==> src/design/frb_pkg.sv <==
`timescale 1ns / 1ps
// ----------------------------------------------------------------------------
// frb_pkg
// Shared types and constants of the flow record batcher.
// ----------------------------------------------------------------------------
package frb_pkg;

	// APB register map: register i at byte address 4*i
	localparam int unsigned APB_AW = 4;
	localparam logic [1:0] REG_NET_MASK  = 2'd0;
	localparam logic [1:0] REG_NET_BASE  = 2'd1;
	localparam logic [1:0] REG_FLUSH_IVL = 2'd2;

	localparam logic [31:0] NET_MASK_RST  = 32'hFFFF_0000;
	localparam logic [31:0] NET_BASE_RST  = 32'h0000_0000;
	localparam logic [15:0] FLUSH_IVL_RST = 16'd41;
	localparam logic [15:0] TICKS_MAX     = 16'hFFFF;

	localparam logic [15:0] ETHERTYPE_IPV4 = 16'h0800;
	localparam logic [7:0]  PROTO_TCP      = 8'd6;
	localparam logic [7:0]  PROTO_UDP      = 8'd17;

	localparam logic [1:0] DIR_OUTGOING = 2'd0;
	localparam logic [1:0] DIR_INCOMING = 2'd1;
	localparam logic [1:0] DIR_NEITHER  = 2'd2;

	localparam logic [1:0] CLS_TCP   = 2'd0;
	localparam logic [1:0] CLS_UDP   = 2'd1;
	localparam logic [1:0] CLS_OTHER = 2'd2;

	// One stored flow record, 52 bits
	typedef struct packed {
		logic [31:0] host;
		logic [1:0]  dir;
		logic [1:0]  cls;
		logic [15:0] size;
	} rec_t;

	typedef enum logic {
		ST_IDLE,
		ST_DRAIN
	} state_t;

endpackage

==> src/design/frb_classify.sv <==
`timescale 1ns / 1ps
// ----------------------------------------------------------------------------
// frb_classify
// Builds a flow record from a packet summary and the local subnet settings.
// ----------------------------------------------------------------------------
module frb_classify import frb_pkg::*; (
	input  logic [15:0] eth_type,
	input  logic [7:0]  ip_proto,
	input  logic [31:0] src_addr,
	input  logic [31:0] dst_addr,
	input  logic [15:0] packet_length,
	input  logic [31:0] net_mask,
	input  logic [31:0] net_base,
	output logic        is_ip,
	output rec_t        rec
);

	logic src_local;
	logic dst_local;

	assign is_ip     = (eth_type == ETHERTYPE_IPV4);
	assign src_local = ((src_addr & net_mask) == net_base);
	assign dst_local = ((dst_addr & net_mask) == net_base);

	always_comb begin
		rec.size = packet_length;
		// source wins when both sides are local
		if (src_local) begin
			rec.dir  = DIR_OUTGOING;
			rec.host = src_addr & ~net_mask;
		end else if (dst_local) begin
			rec.dir  = DIR_INCOMING;
			rec.host = dst_addr & ~net_mask;
		end else begin
			rec.dir  = DIR_NEITHER;
			rec.host = '0;
		end
		case (ip_proto)
			PROTO_TCP: rec.cls = CLS_TCP;
			PROTO_UDP: rec.cls = CLS_UDP;
			default:   rec.cls = CLS_OTHER;
		endcase
	end

endmodule

==> src/design/frb_rec_mem.sv <==
`timescale 1ns / 1ps
// ----------------------------------------------------------------------------
// frb_rec_mem
// Record store: one write port, one read port with registered read data.
// ----------------------------------------------------------------------------
module frb_rec_mem import frb_pkg::*; #(
	parameter int unsigned DEPTH  = 32,
	parameter int unsigned ADDR_W = 5
) (
	input  logic              clk,
	input  logic              we,
	input  logic [ADDR_W-1:0] waddr,
	input  rec_t              wdata,
	input  logic              re,
	input  logic [ADDR_W-1:0] raddr,
	output rec_t              rdata
);

	rec_t mem [0:DEPTH-1];
	rec_t rdata_q;

	always_ff @(posedge clk) begin
		if (we) begin
			mem[waddr] <= wdata;
		end
	end

	always_ff @(posedge clk) begin
		if (re) begin
			rdata_q <= mem[raddr];
		end
	end

	assign rdata = rdata_q;

endmodule

==> src/design/flow_record_batcher.sv <==
`timescale 1ns / 1ps
// ----------------------------------------------------------------------------
// flow_record_batcher
// Classifies IPv4 packet summaries into flow records, batches them in a
// record store and drains the batch when it fills or when an IP packet arrives after the tick timer expired.
// ----------------------------------------------------------------------------
//
//   channel | handshake          | payload
//   --------+--------------------+------------------------------------------
//   in      | in_valid/in_ready  | kind eth_type ip_proto src_addr
//           |                    | dst_addr packet_length
//   out     | out_valid/out_ready| host_addr direction proto_class
//           |                    | packet_size last
//   cfg     | APB psel/penable   | paddr pwrite pwdata prdata pready
//
// Flow: in_ready is high whenever no flush is running. A flush reads each
// record from the record store, then loads it into the output register; a
// new read is issued only once the data of the previous read has landed,
// as the store has a single read port with registered read data.
// Reset: count cleared, tick timer set to all ones so the first packet
// flushes, registers to their defaults. No clearing pass: the store is only
// read at entries written in the current batch.
// Stalls: out_ready low holds the output register and pauses store reads;
// in_ready stays low until the last read of a flush has been issued.
// ----------------------------------------------------------------------------
module flow_record_batcher import frb_pkg::*; #(
	parameter int unsigned BATCH_DEPTH = 32
) (
	input  logic              clk,
	input  logic              arst_n,
	// input items
	input  logic              in_valid,
	output logic              in_ready,
	input  logic              kind,
	input  logic [15:0]       eth_type,
	input  logic [7:0]        ip_proto,
	input  logic [31:0]       src_addr,
	input  logic [31:0]       dst_addr,
	input  logic [15:0]       packet_length,
	// result items
	output logic              out_valid,
	input  logic              out_ready,
	output logic [31:0]       host_addr,
	output logic [1:0]        direction,
	output logic [1:0]        proto_class,
	output logic [15:0]       packet_size,
	output logic              last,
	// configuration
	input  logic              psel,
	input  logic              penable,
	input  logic              pwrite,
	input  logic [APB_AW-1:0] paddr,
	input  logic [31:0]       pwdata,
	output logic [31:0]       prdata,
	output logic              pready
);

	// count must hold BATCH_DEPTH itself; the store index only DEPTH-1
	localparam int unsigned CNT_W  = $clog2(BATCH_DEPTH + 1);
	localparam int unsigned ADDR_W = (BATCH_DEPTH > 1) ? $clog2(BATCH_DEPTH) : 1;
	localparam logic [CNT_W-1:0] DEPTH_C = CNT_W'(BATCH_DEPTH);
	localparam logic [CNT_W-1:0] ONE_C   = CNT_W'(1);

	// configuration registers
	logic [31:0] net_mask_q;
	logic [31:0] net_base_q;
	logic [15:0] flush_ivl_q;

	// batch control
	state_t           state_q, state_d;
	logic [CNT_W-1:0] count_q;
	logic [CNT_W-1:0] count_inc;
	logic [15:0]      elapsed_q;
	logic [CNT_W-1:0] rd_ptr_q;
	logic [CNT_W-1:0] drain_len_q;

	// read pipeline and output register
	logic rd_s1;
	logic last_s1;
	logic out_valid_q;
	logic out_last_q;
	rec_t out_rec_q;

	// item decode
	logic in_acc;
	logic tick_acc;
	logic pkt_wr;
	logic flush_go;
	logic rd_go;
	logic rd_last;
	logic is_ip;
	rec_t new_rec;
	rec_t rd_rec;
	logic cfg_wr;

	// ------------------------------------------------------------------
	// Configuration port: write in the access phase, read any time
	// ------------------------------------------------------------------
	assign pready = 1'b1;
	assign cfg_wr = psel & penable & pwrite;

	always_ff @(posedge clk or negedge arst_n) begin
		if (!arst_n) begin
			net_mask_q  <= NET_MASK_RST;
			net_base_q  <= NET_BASE_RST;
			flush_ivl_q <= FLUSH_IVL_RST;
		end else if (cfg_wr) begin
			case (paddr[3:2])
				REG_NET_MASK:  net_mask_q  <= pwdata;
				REG_NET_BASE:  net_base_q  <= pwdata;
				REG_FLUSH_IVL: flush_ivl_q <= pwdata[15:0];
				default: ;  // unmapped: drop the write
			endcase
		end
	end

	always_comb begin
		case (paddr[3:2])
			REG_NET_MASK:  prdata = net_mask_q;
			REG_NET_BASE:  prdata = net_base_q;
			REG_FLUSH_IVL: prdata = {16'd0, flush_ivl_q};
			default:       prdata = '0;
		endcase
	end

	// ------------------------------------------------------------------
	// Record build
	// ------------------------------------------------------------------
	frb_classify u_classify (
		.eth_type      (eth_type),
		.ip_proto      (ip_proto),
		.src_addr      (src_addr),
		.dst_addr      (dst_addr),
		.packet_length (packet_length),
		.net_mask      (net_mask_q),
		.net_base      (net_base_q),
		.is_ip         (is_ip),
		.rec           (new_rec)
	);

	assign in_ready  = (state_q == ST_IDLE);
	assign in_acc    = in_valid & in_ready;
	assign tick_acc  = in_acc & kind;
	assign pkt_wr    = in_acc & ~kind & is_ip;
	assign count_inc = count_q + ONE_C;
	// flush once the appended record fills the batch or the timer ran out
	assign flush_go  = pkt_wr & ((count_inc == DEPTH_C) | (elapsed_q > flush_ivl_q));

	// ------------------------------------------------------------------
	// Drain: issue a read only when the output register will be free
	// by the time the read data lands
	// ------------------------------------------------------------------
	assign rd_go   = (state_q == ST_DRAIN) & ~rd_s1 & (~out_valid_q | out_ready);
	assign rd_last = (rd_ptr_q == (drain_len_q - ONE_C));

	frb_rec_mem #(
		.DEPTH  (BATCH_DEPTH),
		.ADDR_W (ADDR_W)
	) u_rec_mem (
		.clk   (clk),
		.we    (pkt_wr),
		.waddr (count_q[ADDR_W-1:0]),
		.wdata (new_rec),
		.re    (rd_go),
		.raddr (rd_ptr_q[ADDR_W-1:0]),
		.rdata (rd_rec)
	);

	always_ff @(posedge clk or negedge arst_n) begin
		if (!arst_n) begin
			state_q <= ST_IDLE;
		end else begin
			state_q <= state_d;
		end
	end

	always_comb begin
		state_d = state_q;
		case (state_q)
			ST_IDLE: begin
				if (flush_go) state_d = ST_DRAIN;
			end
			ST_DRAIN: begin
				if (rd_go && rd_last) state_d = ST_IDLE;
			end
			default: state_d = ST_IDLE;
		endcase
	end

	// batch count, tick timer and drain pointer
	always_ff @(posedge clk or negedge arst_n) begin
		if (!arst_n) begin
			count_q     <= '0;
			elapsed_q   <= TICKS_MAX;
			rd_ptr_q    <= '0;
			drain_len_q <= '0;
		end else begin
			if (flush_go) begin
				count_q     <= '0;
				elapsed_q   <= '0;
				rd_ptr_q    <= '0;
				drain_len_q <= count_inc;
			end else begin
				if (pkt_wr) begin
					count_q <= count_inc;
				end
				// saturate at all ones
				if (tick_acc && elapsed_q != TICKS_MAX) begin
					elapsed_q <= elapsed_q + 16'd1;
				end
				if (rd_go) begin
					rd_ptr_q <= rd_ptr_q + ONE_C;
				end
			end
		end
	end

	// read pipeline valid and last flag
	always_ff @(posedge clk or negedge arst_n) begin
		if (!arst_n) begin
			rd_s1   <= 1'b0;
			last_s1 <= 1'b0;
		end else begin
			rd_s1   <= rd_go;
			last_s1 <= rd_go & rd_last;
		end
	end

	// output register: load when read data lands, clear when taken
	always_ff @(posedge clk or negedge arst_n) begin
		if (!arst_n) begin
			out_valid_q <= 1'b0;
			out_last_q  <= 1'b0;
		end else if (rd_s1) begin
			out_valid_q <= 1'b1;
			out_last_q  <= last_s1;
		end else if (out_ready) begin
			out_valid_q <= 1'b0;
		end
	end

	always_ff @(posedge clk) begin
		if (rd_s1) begin
			out_rec_q <= rd_rec;
		end
	end

	assign out_valid   = out_valid_q;
	assign host_addr   = out_rec_q.host;
	assign direction   = out_rec_q.dir;
	assign proto_class = out_rec_q.cls;
	assign packet_size = out_rec_q.size;
	assign last        = out_last_q;

`ifndef ASSERT_OFF
	a_out_free_on_load: assert property (@(posedge clk) disable iff (!arst_n)
		rd_s1 |-> !out_valid_q)
		else $error("read data landed on an occupied output register");

	a_count_in_range: assert property (@(posedge clk) disable iff (!arst_n)
		count_q < DEPTH_C)
		else $error("batch count reached the store depth");

	a_flush_clears: assert property (@(posedge clk) disable iff (!arst_n)
		flush_go |=> (state_q == ST_DRAIN) && (count_q == '0) && (elapsed_q == '0))
		else $error("flush did not clear count and timer");

	a_drain_ptr: assert property (@(posedge clk) disable iff (!arst_n)
		(state_q == ST_DRAIN) |-> (rd_ptr_q < drain_len_q))
		else $error("drain pointer ran past the batch");

	a_no_write_in_drain: assert property (@(posedge clk) disable iff (!arst_n)
		rd_go |-> !pkt_wr)
		else $error("store write during a drain");
`endif

endmodule
==> config.mk <==
export PLATFORM = sky130hd
export DESIGN_NAME = flow_record_batcher
export DESIGN_NICKNAME = d
export VERILOG_FILES = /design/src/design/frb_pkg.sv /design/src/design/frb_classify.sv /design/src/design/frb_rec_mem.sv /design/src/design/flow_record_batcher.sv
export SDC_FILE = /design/constraint.sdc
export NUM_CORES = 2
export LEC_CHECK = 0
export CORE_MARGIN = 3
export CORE_UTILIZATION = 36
export DETAILED_ROUTE_END_ITERATION = 10
export DONT_BUFFER_PORTS = 1
export HOLD_SLACK_MARGIN = 0.15
export SETUP_SLACK_MARGIN = 0.02
export SLEW_MARGIN = 20
export SYNTH_ARGS = -nofsm -noshare
export SYNTH_HDL_FRONTEND = slang
export SYNTH_SLANG_ARGS = --single-unit
==> constraint.sdc <==
create_clock -name clk -period 12.4 [get_ports clk]
set_input_delay 1.86 -clock clk [delete_from_list [all_inputs] [get_ports clk]]
set_output_delay 1.86 -clock clk [all_outputs]
set_load 0.05 [all_outputs]
==> summary.md <==
The flow ran to the end, and the final reports show no timing, DRC or antenna violations. The critical-path cell with the highest stage delay is sky130_fd_sc_hd__o21ai_1. The remaining number of nets flagged by the antenna check after routing is 0, and the die outline width is 459 microns.

Entering global routing, the biggest net connects 139 pins. For the worst-skew pair, the clock arrives at the later sink with an insertion delay of 810 ps. In this run, the number of DRC markers left after iteration 0 of detailed routing was 3593. The post-synth design cell area is 73900 sq um, and the half-perimeter wire length after detailed placement is 94.1 mm. The worst clock skew is 32.6 ps, and the post-synthesis register bit count is 1887. Overall global routing resource usage: 0.168. The logs give 0.0471 for the met3 global-route usage and 191 MHz for the highest clock frequency the design can meet. The number of antenna violations at the first check in global routing was 5; the number of global-route vias before repair was 35900. Walking the worst path, the cells encountered are nor2b_1 > buf_4 > nand2_1 > o21ai_1. The tools report the top-level I/O count as 236.

The tree is rooted in a sky130_fd_sc_hd__clkbuf_16. The first global-routing pass estimated 257 mm of wire. The core box area was 203000 sq um; the synthesis warning total was 0.

For this design the static power due to leakage is 0.0268 uW. The tools report the starting utilization of the core area as 0.364. The met1 usage in global routing is 0.233.

The kind of critical path is in -> out. In the final layout, flip-flops and latches occupy 56100 sq um. The area share of the leading cell type in the synthesized netlist is 0.719, and the count of different cell masters after synthesis is 57.

The total congestion overflow came out at 0. Using the TritonRoute via totals, the vias-per-cell ratio works out to 5.49. The logs give 6390 ps for the worst setup slack before clock tree synthesis and 3380 ps for the critical path arrival.

Sum of negative setup slack: 0 ps. The fraction of the core area covered by cells at the end of the flow was 0.414. The total setup violations reported at the end of the flow was 0; the number of remaining DRC errors was 0.

The worst vdd rail ir drop was 0.192 mV; the clock sink count was 1887. The first TritonRoute pass finished after 5 iterations. Setup repair after global routing left no endpoint under its margin. The fraction of synthesis flops using an asynchronous set or reset pin was 0.0631. The fraction of final layout cells sized beyond drive strength 1 works out to 0.310. For the vias after detailed routing, the log shows 34700. From bottom edge to top edge, the die measures 459 microns. The die area was 211000 sq um; the average size of a mapped cell was 22.1 sq um. For this block, the routed nets add up to 178 mm of wire.

The run gives 3344 as the gate count of the mapped netlist. Class of the most critical hold timing path: reg -> reg. The run gives 4 as the CTS H-tree depth.

The slew at the pin with the worst max-slew slack came out at 1160 ps. By area the synthesized netlist is led by sky130_fd_sc_hd__edfxtp_1 (72%), sky130_fd_sc_hd__mux4_2 (16%), sky130_fd_sc_hd__dfrtp_1 (2.8%). The area growth from synthesis to layout is 13.7%. When the netlist entered floorplanning its net count stood at 3516.

The total clock buffers created by CTS is 192. Leaving out fill and tap cells, the most frequent cell in the layout is sky130_fd_sc_hd__edfxtp_1. The instance area after placement is 77800 sq um, and the peak per-stage delay on the critical path is 600 ps.

The power density over the cells was 207 nW/um^2; the met2 routing resource usage after global routing was 0.263. STA classifies the critical path endpoint as an output pin. The synthesized design spends more area on one cell type than any other, namely sky130_fd_sc_hd__edfxtp_1.

Clock-pin slew was measured on the worst setup and hold paths at 60 ps. The synthesized design contains 1768 enable-type register cells. The run gives 0 as the number of buffers inserted for hold repair after clock tree synthesis. After layout, the worst setup slack is 7160 ps.

Startpoint class of the critical path: an input pin. The most used routing layer in global routing is met2. The layout filler cell count was 17700. For this run, the leading register cell type out of synthesis is sky130_fd_sc_hd__edfxtp_1. Total area of multi-input combinational cells: 17400 sq um. Once layout is done, the placed cells without fillers occupy 84000 sq um. The tool flagged a number of max-cap violations equal to 0.

In this run the worst path has a maximum fanout of 36. The library cells used most frequently in the layout, excluding fill and tap cells, are sky130_fd_sc_hd__edfxtp_1 (1768), sky130_fd_sc_hd__mux4_2 (520), sky130_fd_sc_hd__clkbuf_16 (194), sky130_fd_sc_hd__mux2_2 (122), sky130_fd_sc_hd__buf_4 (96). The time the worst path needs with I/O delays and setup came out at 5240 ps.

The sequential share of the synthesized area came out at 0.760. The run gives 0 as the buffer count from post-CTS setup fixing. TritonCTS built the clock tree.

The final hold violation count is 0, and the count of input and output buffers is 0. The tools report the final count of pins violating max slew as 0. The tools report the data required time of the critical path as 10540 ps. The number of rows created at floorplan is 165. Part of the cycle the worst path needs: 0.422.

After detailed routing, the average wire length per cell comes to 28.1 microns. Once the clock tree was built, the resizer swapped 0 gates to a different size. The logs give 418 ps for the minimum hold slack and 0.223 for the relative slew slack. The global placer's final weighted congestion was 0.833. No sink is reached through more buffers than the 3 on the longest clock path. The net count of the finished layout is 3652.
## area by class of cell
class,instances,area share
diodes,3,0.0000894
clock buffers,246,0.0602
clock inverters,114,0.0127
inverters,25,0.00112
multi-input cells,1269,0.207
flip-flops and latches,1887,0.668
well taps,2672,0.0398
repair buffers,105,0.0105
## final timing paths
path,startpoint,endpoint,slack (ps),depth (start not counted)
max,paddr[3],prdata[15],7160,4
min,u_rec_mem.rdata[13]$_DFFE_PP_,packet_size[13]$_DFFE_PP_,420,0
max reg2reg,rd_ptr_q[0]$_DFFE_PN0P_,u_rec_mem.rdata[18]$_DFFE_PP_,7820,5
min reg2reg,u_rec_mem.rdata[13]$_DFFE_PP_,packet_size[13]$_DFFE_PP_,420,0
max in group asynchronous,arst_n,net_mask_q[31]$_DFFE_PN1P_,11360,0
min in group asynchronous,arst_n,net_base_q[20]$_DFFE_PN0P_,750,0
## layer usage
| layer | part of all wire | up-vias |
|---|---|---|
| met4 | 0.023 | 0 |
| met1 | 0.42 | 18700 |
| met5 | 0 | - |
| li1 | - | 14400 |
| met3 | 0.089 | 257 |
| met2 | 0.47 | 1339 |
## cell usage after synthesis (18+ instances only)
| cell | n |
|---|---|
| sky130_fd_sc_hd__o21ai_0 | 33 |
| sky130_fd_sc_hd__dfrtp_1 | 84 |
| sky130_fd_sc_hd__nand2_1 | 85 |
| sky130_fd_sc_hd__nand4_1 | 20 |
| sky130_fd_sc_hd__and3_1 | 35 |
| sky130_fd_sc_hd__xor2_1 | 20 |
| sky130_fd_sc_hd__mux2i_1 | 36 |
| sky130_fd_sc_hd__nor2_1 | 76 |
| sky130_fd_sc_hd__ha_1 | 24 |
| sky130_fd_sc_hd__mux4_2 | 520 |
| sky130_fd_sc_hd__buf_2 | 53 |
| sky130_fd_sc_hd__dfstp_2 | 35 |
| sky130_fd_sc_hd__a21o_1 | 18 |
| sky130_fd_sc_hd__edfxtp_1 | 1768 |
| sky130_fd_sc_hd__mux2_2 | 122 |
| sky130_fd_sc_hd__inv_1 | 25 |
| sky130_fd_sc_hd__nand3_1 | 63 |
| sky130_fd_sc_hd__clkbuf_1 | 90 |
| sky130_fd_sc_hd__a21oi_1 | 72 |
## state kept, by name, indices dropped and copies added (netlist names)
| signal | count |
|---|---|
| drain_len_q | 6 |
| elapsed_q | 16 |
| flush_ivl_q | 16 |
| host_addr | 32 |
| last | 1 |
| rd_s1 | 1 |
| u_rec_mem.mem | 1664 |
| u_rec_mem.rdata | 52 |
| net_base_q | 32 |
| state_q | 1 |
| rd_ptr_q | 6 |
| proto_class | 2 |
| last_s1 | 1 |
| net_mask_q | 32 |
| count_q | 6 |
| out_valid | 1 |
| direction | 2 |
| packet_size | 16 |
## where the power goes
group / internal, uW / switching, uW
combinational: 2030 / 1830
sequential: 7290 / 609
clock: 3170 / 2440
## critical path, delay by kind of cell
family	cells	cell delay [ps]
simple gates	2	620
compound gates	1	600
buf+inv	1	290
## stage by stage
step,instances,total power [uW]
floorplan,3344,10800
global placement,5955,12000
detailed placement,5955,12000
CTS,6315,17600
global route,6319,18100
finish,6321,17400
## logic make-up after synthesis
| group | after synthesis | synth area share |
|---|---|---|
| simple gates | 344 | 0.0236 |
| compound gates | 187 | 0.0158 |
| other cells | 1 | 0.0000508 |
| buf+inv | 188 | 0.0108 |
| xor+xnor | 35 | 0.00415 |
| mux | 678 | 0.182 |
| flops | 1887 | 0.760 |
| fa+ha+maj | 24 | 0.00406 |
Note: power is estimated with default switching activity, not from simulation.
